`config.mk`:
```
export PLATFORM = sky130hd
export DESIGN_NAME = left_to_right_integer_expression_core_flat
export DESIGN_NICKNAME = d
export VERILOG_FILES = /design/src/rtl/lrie_pkg.sv /design/src/rtl/lrie_if.sv /design/src/rtl/lrie_ctrl.sv /design/src/rtl/lrie_dp.sv /design/src/rtl/left_to_right_integer_expression_core.sv /design/src/flat_wrapper.sv
export SDC_FILE = /design/constraint.sdc
export NUM_CORES = 2
export LEC_CHECK = 0
export BUFFER_PORTS_ARGS = -buffer_cell sky130_fd_sc_hd__buf_2
export CAP_MARGIN = 10
export CORE_ASPECT_RATIO = 1.1
export CORE_MARGIN = 5
export CORE_UTILIZATION = 49
export DETAILED_ROUTE_END_ITERATION = 8
export MAX_ROUTING_LAYER = met4
export PLACE_DENSITY = 0.65
export SLEW_MARGIN = 10
export SYNTH_ARGS = -nofsm -noshare
export SYNTH_HDL_FRONTEND = slang
export SYNTH_HIERARCHICAL = 1
export SYNTH_SLANG_ARGS = --single-unit
```
`constraint.sdc`:
```
create_clock -name clk -period 18.55 [get_ports clk]
set_input_delay 1.855 -clock clk [delete_from_list [all_inputs] [get_ports clk]]
set_output_delay 1.855 -clock clk [all_outputs]
set_load 0.01 [all_outputs]
```
`src/rtl/lrie_pkg.sv`:
```
// Package for the left-to-right integer expression core.
// Holds the token and operator codes, the controller state type and the command and status structs.
// No dependencies.
package lrie_pkg;

  localparam int unsigned DATA_W       = 32;
  localparam int unsigned IDX_W        = 9;
  localparam int unsigned IDX_MAX      = 511;
  localparam int unsigned MAX_TOKENS_D = 256;
  localparam int unsigned DIV_CNT_W    = $clog2(DATA_W);

  typedef enum logic [1:0] {
    KIND_START    = 2'd0,
    KIND_OPERATOR = 2'd1,
    KIND_INTEGER  = 2'd2,
    KIND_OTHER    = 2'd3
  } kind_t;

  typedef enum logic [2:0] {
    OP_ADD = 3'd0,
    OP_SUB = 3'd1,
    OP_MUL = 3'd2,
    OP_DIV = 3'd3,
    OP_MOD = 3'd4
  } op_t;

  typedef enum logic [1:0] {
    S_IDLE,
    S_DIV,
    S_FIN
  } lrie_state_t;

  // Commands from the controller to the datapath.
  typedef struct packed {
    logic take;    // accept the input beat this cycle
    logic step;    // one quotient bit of the divider
    logic finish;  // write the divider result and load the output register
  } lrie_cmd_t;

  // Status from the datapath to the controller.
  typedef struct packed {
    logic need_div;  // the waiting input beat starts a divide or modulo
    logic div_last;  // the divider is on its final bit
    logic out_free;  // the output register can take a beat this cycle
  } lrie_status_t;

endpackage

```
`src/rtl/lrie_if.sv`:
```
// Channel interfaces of the left-to-right integer expression core.
// Depends on lrie_pkg for the data and index widths.
interface lrie_in_if import lrie_pkg::*; ();
  logic                     valid;
  logic                     ready;
  logic [1:0]               kind;
  logic [2:0]               operator_code;
  logic signed [DATA_W-1:0] value;

  modport source (output valid, kind, operator_code, value, input ready);
  modport sink   (input valid, kind, operator_code, value, output ready);
endinterface

interface lrie_out_if import lrie_pkg::*; ();
  logic                     valid;
  logic                     ready;
  logic signed [DATA_W-1:0] accumulator_out;
  logic                     stopped;
  logic [IDX_W-1:0]         stop_position;
  logic                     skipped;
  logic                     divide_error;

  modport source (output valid, accumulator_out, stopped, stop_position, skipped,
                  divide_error, input ready);
  modport sink   (input valid, accumulator_out, stopped, stop_position, skipped,
                  divide_error, output ready);
endinterface

```
`src/rtl/lrie_ctrl.sv`:
```
// Controller state machine of the left-to-right integer expression core.
// Depends on lrie_pkg; drives the datapath through lrie_cmd_t.
module lrie_ctrl import lrie_pkg::*; (
  input  logic         clk,
  input  logic         rst_n,
  input  logic         in_valid,
  output logic         in_ready,
  input  lrie_status_t status,
  output lrie_cmd_t    cmd,
  output lrie_state_t  state
);

  lrie_state_t state_r, state_nxt;

  always_ff @(posedge clk) begin
    if (!rst_n) begin
      state_r <= S_IDLE;
    end else begin
      state_r <= state_nxt;
    end
  end

  always_comb begin
    state_nxt = state_r;
    unique case (state_r)
      S_IDLE: begin
        if (in_valid && status.out_free && status.need_div) begin
          state_nxt = S_DIV;
        end
      end
      S_DIV: begin
        if (status.div_last) begin
          state_nxt = S_FIN;
        end
      end
      S_FIN: begin
        if (status.out_free) begin
          state_nxt = S_IDLE;
        end
      end
      default: state_nxt = S_IDLE;
    endcase
  end

  always_comb begin
    in_ready   = 1'b0;
    cmd        = '0;
    unique case (state_r)
      S_IDLE: begin
        in_ready = status.out_free;
        cmd.take = in_valid && status.out_free;
      end
      S_DIV: begin
        cmd.step = 1'b1;
      end
      S_FIN: begin
        cmd.finish = status.out_free;
      end
      default: begin
        in_ready = 1'b0;
      end
    endcase
  end

  assign state = state_r;

endmodule

```
`src/rtl/lrie_dp.sv`:
```
// Datapath of the left-to-right integer expression core: evaluator state, adder,
// multiplier, a one-bit-per-cycle restoring divider and the output register.
// Depends on lrie_pkg; controlled by lrie_ctrl through lrie_cmd_t.
module lrie_dp import lrie_pkg::*; #(
  parameter int unsigned MAX_TOKENS = MAX_TOKENS_D
) (
  input  logic                     clk,
  input  logic                     rst_n,
  input  lrie_cmd_t                cmd,
  output lrie_status_t             status,
  input  logic [1:0]               in_kind,
  input  logic [2:0]               in_operator_code,
  input  logic signed [DATA_W-1:0] in_value,
  output logic                     out_valid,
  input  logic                     out_ready,
  output logic [DATA_W-1:0]        out_accumulator,
  output logic                     out_stopped,
  output logic [IDX_W-1:0]         out_stop_position,
  output logic                     out_skipped,
  output logic                     out_divide_error
);

  localparam logic [IDX_W-1:0] IDX_CAP =
    IDX_W'((MAX_TOKENS > IDX_MAX) ? IDX_MAX : MAX_TOKENS);

  // Evaluator state.
  logic [DATA_W-1:0] acc_r, acc_nxt;
  logic              exp_op_r, exp_op_nxt;
  logic [2:0]        pend_r, pend_nxt;
  logic              halt_r, halt_nxt;
  logic [IDX_W-1:0]  idx_r, idx_nxt;

  // Divider state.
  logic [DATA_W-1:0]    rem_r, quo_r, dvs_r;
  logic [DIV_CNT_W-1:0] cnt_r;
  logic                 q_neg_r, r_neg_r, is_mod_r;

  logic              out_valid_r;
  logic              skip, derr, need_div, live;
  logic [DATA_W-1:0] in_u, prod, acc_mag, val_mag, div_res;
  logic [DATA_W:0]   trial;
  logic [DATA_W-1:0] rem_sh;

  assign in_u    = DATA_W'(in_value);
  assign prod    = acc_r * in_u;
  assign acc_mag = acc_r[DATA_W-1] ? (~acc_r + 1'b1) : acc_r;
  assign val_mag = in_u[DATA_W-1] ? (~in_u + 1'b1) : in_u;
  assign live    = !halt_r && (idx_r < IDX_CAP);

  // Next evaluator state for the waiting input beat.
  always_comb begin
    acc_nxt    = acc_r;
    exp_op_nxt = exp_op_r;
    pend_nxt   = pend_r;
    halt_nxt   = halt_r;
    idx_nxt    = idx_r;
    skip       = 1'b0;
    derr       = 1'b0;
    need_div   = 1'b0;
    priority if (in_kind == KIND_START) begin
      acc_nxt    = in_u;
      exp_op_nxt = 1'b1;
      pend_nxt   = OP_ADD;
      halt_nxt   = 1'b0;
      idx_nxt    = '0;
    end else if (live && exp_op_r) begin
      if (in_kind == KIND_OPERATOR && in_operator_code <= OP_MOD) begin
        pend_nxt   = in_operator_code;
        exp_op_nxt = 1'b0;
        idx_nxt    = idx_r + 1'b1;
      end else begin
        halt_nxt = 1'b1;
      end
    end else if (live) begin
      idx_nxt = idx_r + 1'b1;
      if (in_kind == KIND_INTEGER) begin
        exp_op_nxt = 1'b1;
        unique case (pend_r)
          OP_ADD: acc_nxt = acc_r + in_u;
          OP_SUB: acc_nxt = acc_r - in_u;
          OP_MUL: acc_nxt = prod;
          OP_DIV, OP_MOD: begin
            if (in_u == '0) begin
              derr = 1'b1;
            end else begin
              need_div = 1'b1;
            end
          end
          default: acc_nxt = acc_r;
        endcase
      end else begin
        skip = 1'b1;
      end
    end else begin
      // Halted or at the token limit: the token changes nothing.
      acc_nxt = acc_r;
    end
  end

  // Restoring divider on magnitudes, one quotient bit per step.
  assign trial   = {rem_r, quo_r[DATA_W-1]} - {1'b0, dvs_r};
  assign rem_sh  = {rem_r[DATA_W-2:0], quo_r[DATA_W-1]};
  assign div_res = is_mod_r ? (r_neg_r ? (~rem_r + 1'b1) : rem_r)
                            : (q_neg_r ? (~quo_r + 1'b1) : quo_r);

  always_ff @(posedge clk) begin
    if (!rst_n) begin
      acc_r       <= '0;
      exp_op_r    <= 1'b1;
      pend_r      <= OP_ADD;
      halt_r      <= 1'b0;
      idx_r       <= '0;
      out_valid_r <= 1'b0;
    end else begin
      if (cmd.take) begin
        exp_op_r <= exp_op_nxt;
        pend_r   <= pend_nxt;
        halt_r   <= halt_nxt;
        idx_r    <= idx_nxt;
        if (!need_div) begin
          acc_r <= acc_nxt;
        end
      end
      if (cmd.finish) begin
        acc_r <= div_res;
      end
      if ((cmd.take && !need_div) || cmd.finish) begin
        out_valid_r <= 1'b1;
      end else if (out_ready) begin
        out_valid_r <= 1'b0;
      end
    end
  end

  always_ff @(posedge clk) begin
    if (cmd.take && need_div) begin
      rem_r    <= '0;
      quo_r    <= acc_mag;
      dvs_r    <= val_mag;
      cnt_r    <= '0;
      q_neg_r  <= acc_r[DATA_W-1] ^ in_u[DATA_W-1];
      r_neg_r  <= acc_r[DATA_W-1];
      is_mod_r <= (pend_r == OP_MOD);
    end else if (cmd.step) begin
      cnt_r <= cnt_r + 1'b1;
      if (!trial[DATA_W]) begin
        rem_r <= trial[DATA_W-1:0];
        quo_r <= {quo_r[DATA_W-2:0], 1'b1};
      end else begin
        rem_r <= rem_sh;
        quo_r <= {quo_r[DATA_W-2:0], 1'b0};
      end
    end
  end

  // Output register payload.
  always_ff @(posedge clk) begin
    if (cmd.take && !need_div) begin
      out_accumulator   <= acc_nxt;
      out_stopped       <= halt_nxt;
      out_stop_position <= idx_nxt;
      out_skipped       <= skip;
      out_divide_error  <= derr;
    end else if (cmd.finish) begin
      out_accumulator   <= div_res;
      out_stopped       <= halt_r;
      out_stop_position <= idx_r;
      out_skipped       <= 1'b0;
      out_divide_error  <= 1'b0;
    end
  end

  assign out_valid       = out_valid_r;
  assign status.need_div = need_div;
  assign status.div_last = (cnt_r == DIV_CNT_W'(DATA_W - 1));
  assign status.out_free = !out_valid_r || out_ready;

endmodule

```
`src/rtl/left_to_right_integer_expression_core.sv`:
```
// Top level of the left-to-right integer expression core.
// Depends on lrie_pkg, lrie_if, lrie_ctrl and lrie_dp.
//
//   Channel   Direction  Carries
//   in_ch     sink       kind, operator_code, value (start, operator or operand token)
//   out_ch    source     accumulator_out, stopped, stop_position, skipped, divide_error
//
// Every accepted beat yields exactly one result beat. For start, operator, add, subtract,
// multiply, a divide or modulo by zero and all ignored tokens the result is registered at
// the edge that accepts the beat. A divide or modulo by a nonzero operand is accepted into
// the restoring divider, which resolves one quotient bit per cycle; then the sign is fixed
// and the result is loaded into the output register.
// Reset is synchronous and active low; it clears the evaluator to an accumulator of
// zero, waiting for an operator, pending add, not halted and token index zero.
// A new beat is taken while the previous result leaves in the same cycle; when the
// result is stalled the core holds in_ch.ready low, and a finished division waits.
module left_to_right_integer_expression_core import lrie_pkg::*; #(
  parameter int unsigned MAX_TOKENS = MAX_TOKENS_D
) (
  input  logic       clk,
  input  logic       rst_n,
  lrie_in_if.sink    in_ch,
  lrie_out_if.source out_ch
);

  localparam logic [IDX_W-1:0] TOP_CAP =
    IDX_W'((MAX_TOKENS > IDX_MAX) ? IDX_MAX : MAX_TOKENS);

  lrie_cmd_t    cmd;
  lrie_status_t status;
  lrie_state_t  state;
  logic [DATA_W-1:0] acc_out;

  // The controller sequences accepts, divider steps and the divider write-back.
  lrie_ctrl u_ctrl (
    .clk      (clk),
    .rst_n    (rst_n),
    .in_valid (in_ch.valid),
    .in_ready (in_ch.ready),
    .status   (status),
    .cmd      (cmd),
    .state    (state)
  );

  // The datapath holds all evaluator state and the output register.
  lrie_dp #(
    .MAX_TOKENS (MAX_TOKENS)
  ) u_dp (
    .clk               (clk),
    .rst_n             (rst_n),
    .cmd               (cmd),
    .status            (status),
    .in_kind           (in_ch.kind),
    .in_operator_code  (in_ch.operator_code),
    .in_value          (in_ch.value),
    .out_valid         (out_ch.valid),
    .out_ready         (out_ch.ready),
    .out_accumulator   (acc_out),
    .out_stopped       (out_ch.stopped),
    .out_stop_position (out_ch.stop_position),
    .out_skipped       (out_ch.skipped),
    .out_divide_error  (out_ch.divide_error)
  );

  assign out_ch.accumulator_out = acc_out;

  // A beat that needs the divider sends the controller into the divide loop.
  a_div_entry: assert property (@(posedge clk) disable iff (!rst_n)
    (in_ch.valid && in_ch.ready && status.need_div) |=> (state == S_DIV))
    else $error("divide beat did not start the divider");

  // The divide loop runs until its final bit.
  a_div_hold: assert property (@(posedge clk) disable iff (!rst_n)
    (state == S_DIV && !status.div_last) |=> (state == S_DIV))
    else $error("divider left its loop early");

  // No input beat is taken while a division is under way.
  a_no_take_busy: assert property (@(posedge clk) disable iff (!rst_n)
    (state != S_IDLE) |-> !in_ch.ready)
    else $error("input accepted during division");

  // A halted result never also reports a skipped token or a zero divisor.
  a_stop_flags: assert property (@(posedge clk) disable iff (!rst_n)
    (out_ch.valid && out_ch.stopped) |-> (!out_ch.skipped && !out_ch.divide_error))
    else $error("halted result carries a token flag");

  // The reported position never passes the token limit.
  a_pos_cap: assert property (@(posedge clk) disable iff (!rst_n)
    out_ch.valid |-> (out_ch.stop_position <= TOP_CAP))
    else $error("stop position beyond token limit");

endmodule
```
`src/flat_wrapper.sv`:
```
// flat-port wrapper written by rule: the top's interface ports become plain ports
module left_to_right_integer_expression_core_flat import lrie_pkg::*;
#(
  parameter int unsigned MAX_TOKENS = MAX_TOKENS_D
)
  (clk, rst_n, in_ch_valid, in_ch_kind, in_ch_operator_code, in_ch_value, in_ch_ready, out_ch_valid, out_ch_accumulator_out, out_ch_stopped, out_ch_stop_position, out_ch_skipped, out_ch_divide_error, out_ch_ready);
  lrie_in_if in_ch_i ();
  lrie_out_if out_ch_i ();
  input  logic clk;
  input  logic rst_n;
  input wire logic [$bits(in_ch_i.valid)-1:0] in_ch_valid;
  input wire logic [$bits(in_ch_i.kind)-1:0] in_ch_kind;
  input wire logic [$bits(in_ch_i.operator_code)-1:0] in_ch_operator_code;
  input wire logic [$bits(in_ch_i.value)-1:0] in_ch_value;
  output wire logic [$bits(in_ch_i.ready)-1:0] in_ch_ready;
  output wire logic [$bits(out_ch_i.valid)-1:0] out_ch_valid;
  output wire logic [$bits(out_ch_i.accumulator_out)-1:0] out_ch_accumulator_out;
  output wire logic [$bits(out_ch_i.stopped)-1:0] out_ch_stopped;
  output wire logic [$bits(out_ch_i.stop_position)-1:0] out_ch_stop_position;
  output wire logic [$bits(out_ch_i.skipped)-1:0] out_ch_skipped;
  output wire logic [$bits(out_ch_i.divide_error)-1:0] out_ch_divide_error;
  input wire logic [$bits(out_ch_i.ready)-1:0] out_ch_ready;
  assign in_ch_i.valid = in_ch_valid;
  assign in_ch_i.kind = in_ch_kind;
  assign in_ch_i.operator_code = in_ch_operator_code;
  assign in_ch_i.value = in_ch_value;
  assign in_ch_ready = in_ch_i.ready;
  assign out_ch_valid = out_ch_i.valid;
  assign out_ch_accumulator_out = out_ch_i.accumulator_out;
  assign out_ch_stopped = out_ch_i.stopped;
  assign out_ch_stop_position = out_ch_i.stop_position;
  assign out_ch_skipped = out_ch_i.skipped;
  assign out_ch_divide_error = out_ch_i.divide_error;
  assign out_ch_i.ready = out_ch_ready;
  left_to_right_integer_expression_core #(.MAX_TOKENS(MAX_TOKENS)) u_core (.clk(clk), .rst_n(rst_n), .in_ch(in_ch_i), .out_ch(out_ch_i));
endmodule
```
==> key figures <==
Run status
  – Status: completed

Clock network
  – TritonCTS Buffers: 17
  – H-Tree Depth: 4
  – Reg clk slew, reported paths: 90 ps
  – Clock Path Buffers: 2
  – Root buffer selected by CTS: clkbuf_16
  – CTS tree: yes
  – Clk_lat worst skew: 470 ps
  – Post-CTS Setup Bufs: 0
  – TritonCTS Sinks: 197
  – Hold Buf Count CTS: 0
  – CTS resizes: 0

Floorplanning
  – # IOs: 87
  – Core area: 63500 sq um
  – Height of the die: 275 microns
  – Starting density of the core: 0.493
  – FP Rows: 97
  – Die Area: 69000 sq um
  – Die width: 251 microns

STA
  – Hold Fails Final Rpt: 0
  – Post-route setup TNS: 0 ps
  – Worst Skew: 19.4 ps
  – Fmax: 0.110 GHz
  – Final Max Tran Viols: 0
  – RSZ-0062 raised after global routing: no
  – # setup viols final: 0
  – Fin crit share: 0.489
  – Slew margin rel.: 0.295
  – Slew @ Worst Pin: 1040 ps
  – Final worst path period need: 9060 ps

Synth
  – Number of synthesized flops with an enable pin: 111
  – Mapped Area: 31300 sq um
  – Cells after Synth: 3642
  – Syn Area/Cell: 8.59 sq um
  – Top_reg_cell synth: edfxtp_1
  – Count of cell types in the netlist: 84
  – Net Count, Synth: 4287
  – Post-synthesis async set-or-reset flop share: 0
  – Sequential cell area fraction in the yosys report: 0.161
  – Yosys warning count: 6
  – FF+latch count, synth: 197

Setup path
  – CP Capture Point: u_core/u_dp/acc_r[28]
  – Slowest CP cell: buf_2
  – Reg2Reg Capture Point: u_core/u_dp/out_accumulator[31]
  – Delay of the slowest critical-path stage: 540 ps
  – Worst Path Max Fanout: 34
  – WP data arrival: 9440 ps
  – Crit path launch: in_ch_value[7]
  – Crit start category: primary input
  – Cell mode on critical path: fa_1
  – Crit Reg-Reg Startpoint: u_core/u_dp/acc_r[9]
  – Crit path required time: 18930 ps
  – Crit path kind: primary input to flip-flop
  – Crit. End Element: flip-flop
  – Worst Reg-to-Reg Cells: 23
  – Setup slack, reg-to-reg: 10340 ps

Job
  – Max_cap viols: 0

Power and ir drop
  – Leak Pwr: 14.9 nW
  – Max VDD drop: 0.0851 mV
  – PwrDens: 67.2 nW/um^2

Cells and area
  – Commonest non-fill, non-tap cells in the layout: nand2_1, inv_1, fa_1, and2_1, o21ai_0
  – Final core occ: 0.517
  – Commonest non-fill, non-tap cell in the layout: nand2_1
  – Layout cells sized above 1: 0.0600
  – Final Net Count: 4198
  – Area Growth Syn to Fin: 4.87%

Hold path
  – Worst min path class: flip-flop to flip-flop

Routing
  – Number of remaining DRC errors: 0
  – Vias: 25500
  – DRT Pass-1 Iters: 5
  – Routed vias/inst: 5.77
  – Routed wire per std cell: 21.2 microns
  – Post-route ant nets: 0
  – Routed wire length: 93.5 mm
  – 1st-iter DRT viols: 1879

GRT
  – Total gr overflow: 0
  – Vias in the first global route: 25900
  – Global-route wire length before repair: 148 mm
  – Largest net degree at the start of global routing: 89
  – Gr usage total: 0.278
  – Initial antenna violation count: 4

Placement
  – GP Congestion: 0.993
  – DP HPWL: 69.6 mm
  – IO Port Bufs: 86
-- cells in the mapped netlist (8+ instances only) --
cell type / n / area [sq um]
a21oi_1: 153 / 766
nor3_1: 24 / 120
o21ai_0: 198 / 991
nor2_1: 142 / 533
ha_1: 194 / 2430
a21boi_0: 8 / 60.1
mux2i_1: 17 / 170
a21o_1: 50 / 375
o211ai_1: 25 / 188
buf_1: 14 / 52.6
a22oi_1: 8 / 60.1
and2_1: 313 / 1960
nand3_1: 48 / 240
xnor2_1: 152 / 1330
buf_2: 13 / 65.1
or2_2: 13 / 81.3
a221oi_1: 28 / 245
or3_1: 18 / 113
dfxtp_1: 86 / 1720
or4_1: 15 / 113
inv_1: 437 / 1640
a211oi_1: 21 / 158
o41ai_1: 14 / 123
nand4_1: 13 / 81.3
o21bai_1: 9 / 67.6
xor2_1: 125 / 1090
clkbuf_1: 210 / 788
nand3b_1: 9 / 67.6
nand2b_1: 33 / 206
and3_1: 14 / 87.6
a221o_1: 10 / 100
nor2b_1: 16 / 100
o21a_1: 27 / 203
nor4_1: 14 / 87.6
fa_1: 410 / 8210
o22ai_1: 16 / 100
edfxtp_1: 111 / 3330
a31oi_1: 18 / 113
o31ai_1: 44 / 330
nand2_1: 454 / 1700
nor3b_1: 10 / 75.1
-- worst max-delay path: cells and delay by family --
family	cells	cell delay, ps
buffers and inverters	5	750
AO/OA/AOI/OAI	9	2010
adder cells (fa/ha/maj)	9	4180
AND/OR/NAND/NOR	2	610
-- registers in the layout (all words and copies together), names as in the netlist --
name / flops
u_core/u_dp/q_neg_r: 1
u_core/u_ctrl/state: 2
u_core/u_dp/rem_r: 32
u_core/u_dp/out_stop_position: 9
u_core/u_dp/cnt_r: 5
u_core/u_dp/halt_r: 1
u_core/u_dp/exp_op_r: 1
u_core/u_dp/idx_r: 9
u_core/u_dp/out_accumulator: 32
u_core/u_dp/pend_r: 3
u_core/u_dp/dvs_r: 32
u_core/u_dp/is_mod_r: 1
u_core/u_dp/out_divide_error: 1
u_core/u_dp/out_stopped: 1
u_core/u_dp/out_valid: 1
u_core/u_dp/quo_r: 32
u_core/u_dp/r_neg_r: 1
u_core/u_dp/acc_r: 32
u_core/u_dp/out_skipped: 1
-- per-stage QoR --
stage          hold slack, ps  power, mW  instance area [sq um]  instances  setup slack [ps]
2_1_floorplan             406       1.47                  31300       3642              9830
3_3_place_gp              480       1.80                  32200       4375              9050
3_5_place_dp              494       1.81                  32200       4375              9010
4_1_cts                   512       2.20                  32800       4407              9520
5_1_grt                   559       2.39                  32800       4411              9170
6_report                  515       2.20                  32800       4412              9490
-- power by group --
| part | total (mW) | switching (mW) | internal (mW) |
|---|---|---|---|
| combinational | 1.32 | 0.780 | 0.545 |
| clock | 0.383 | 0.190 | 0.193 |
| sequential | 0.497 | 0.0190 | 0.478 |
-- cells by family (layout without fill, tap and decap cells) --
kind of cell | after synthesis | in the layout | synth area share
other cells | 0 | 5 | 0
flops | 197 | 197 | 0.161
mux | 18 | 18 | 0.00580
compound gates | 710 | 710 | 0.148
fa+ha+maj | 604 | 604 | 0.340
simple gates | 1158 | 1158 | 0.185
xor+xnor | 277 | 277 | 0.0775
buf+inv | 678 | 602 | 0.0823
-- per-layer routing --
layer | vias up | share of wire | global-route usage
met5 | - | 0 | -
met3 | 180 | 0.057 | 0.0346
met1 | 12700 | 0.44 | 0.364
met4 | 0 | 0.039 | 0.0942
li1 | 11800 | - | -
met2 | 821 | 0.47 | 0.452
-- how the worst min path moves through the flow --
| stage | start | endpoint | slack (ps) | depth (start not counted) |
|---|---|---|---|---|
| after detailed placement | u_core/u_dp/cnt_r[4] | u_core/u_dp/cnt_r[4] | 490 | 2 |
| after global placement | u_core/u_dp/cnt_r[4] | u_core/u_dp/cnt_r[4] | 480 | 2 |
| after floorplan | u_core/u_dp/acc_r[31] | u_core/u_dp/r_neg_r | 410 | 0 |
| after global routing | u_core/u_dp/idx_r[8] | u_core/u_dp/idx_r[8] | 560 | 2 |
| after CTS | u_core/u_dp/idx_r[8] | u_core/u_dp/idx_r[8] | 510 | 2 |
| final | u_core/u_dp/cnt_r[4] | u_core/u_dp/cnt_r[4] | 510 | 2 |
-- cell type report --
cell class	instances	area [sq um]
diodes	5	12.5
clock buffers	17	425
clock inverters	15	165
fillers	6048	30600
inverters	438	1640
multi-input cells	2767	23700
flip-flops and latches	197	5050
well taps	841	1050
repair buffers	132	776
No activity file was read; power rests on OpenSTA's default activity.
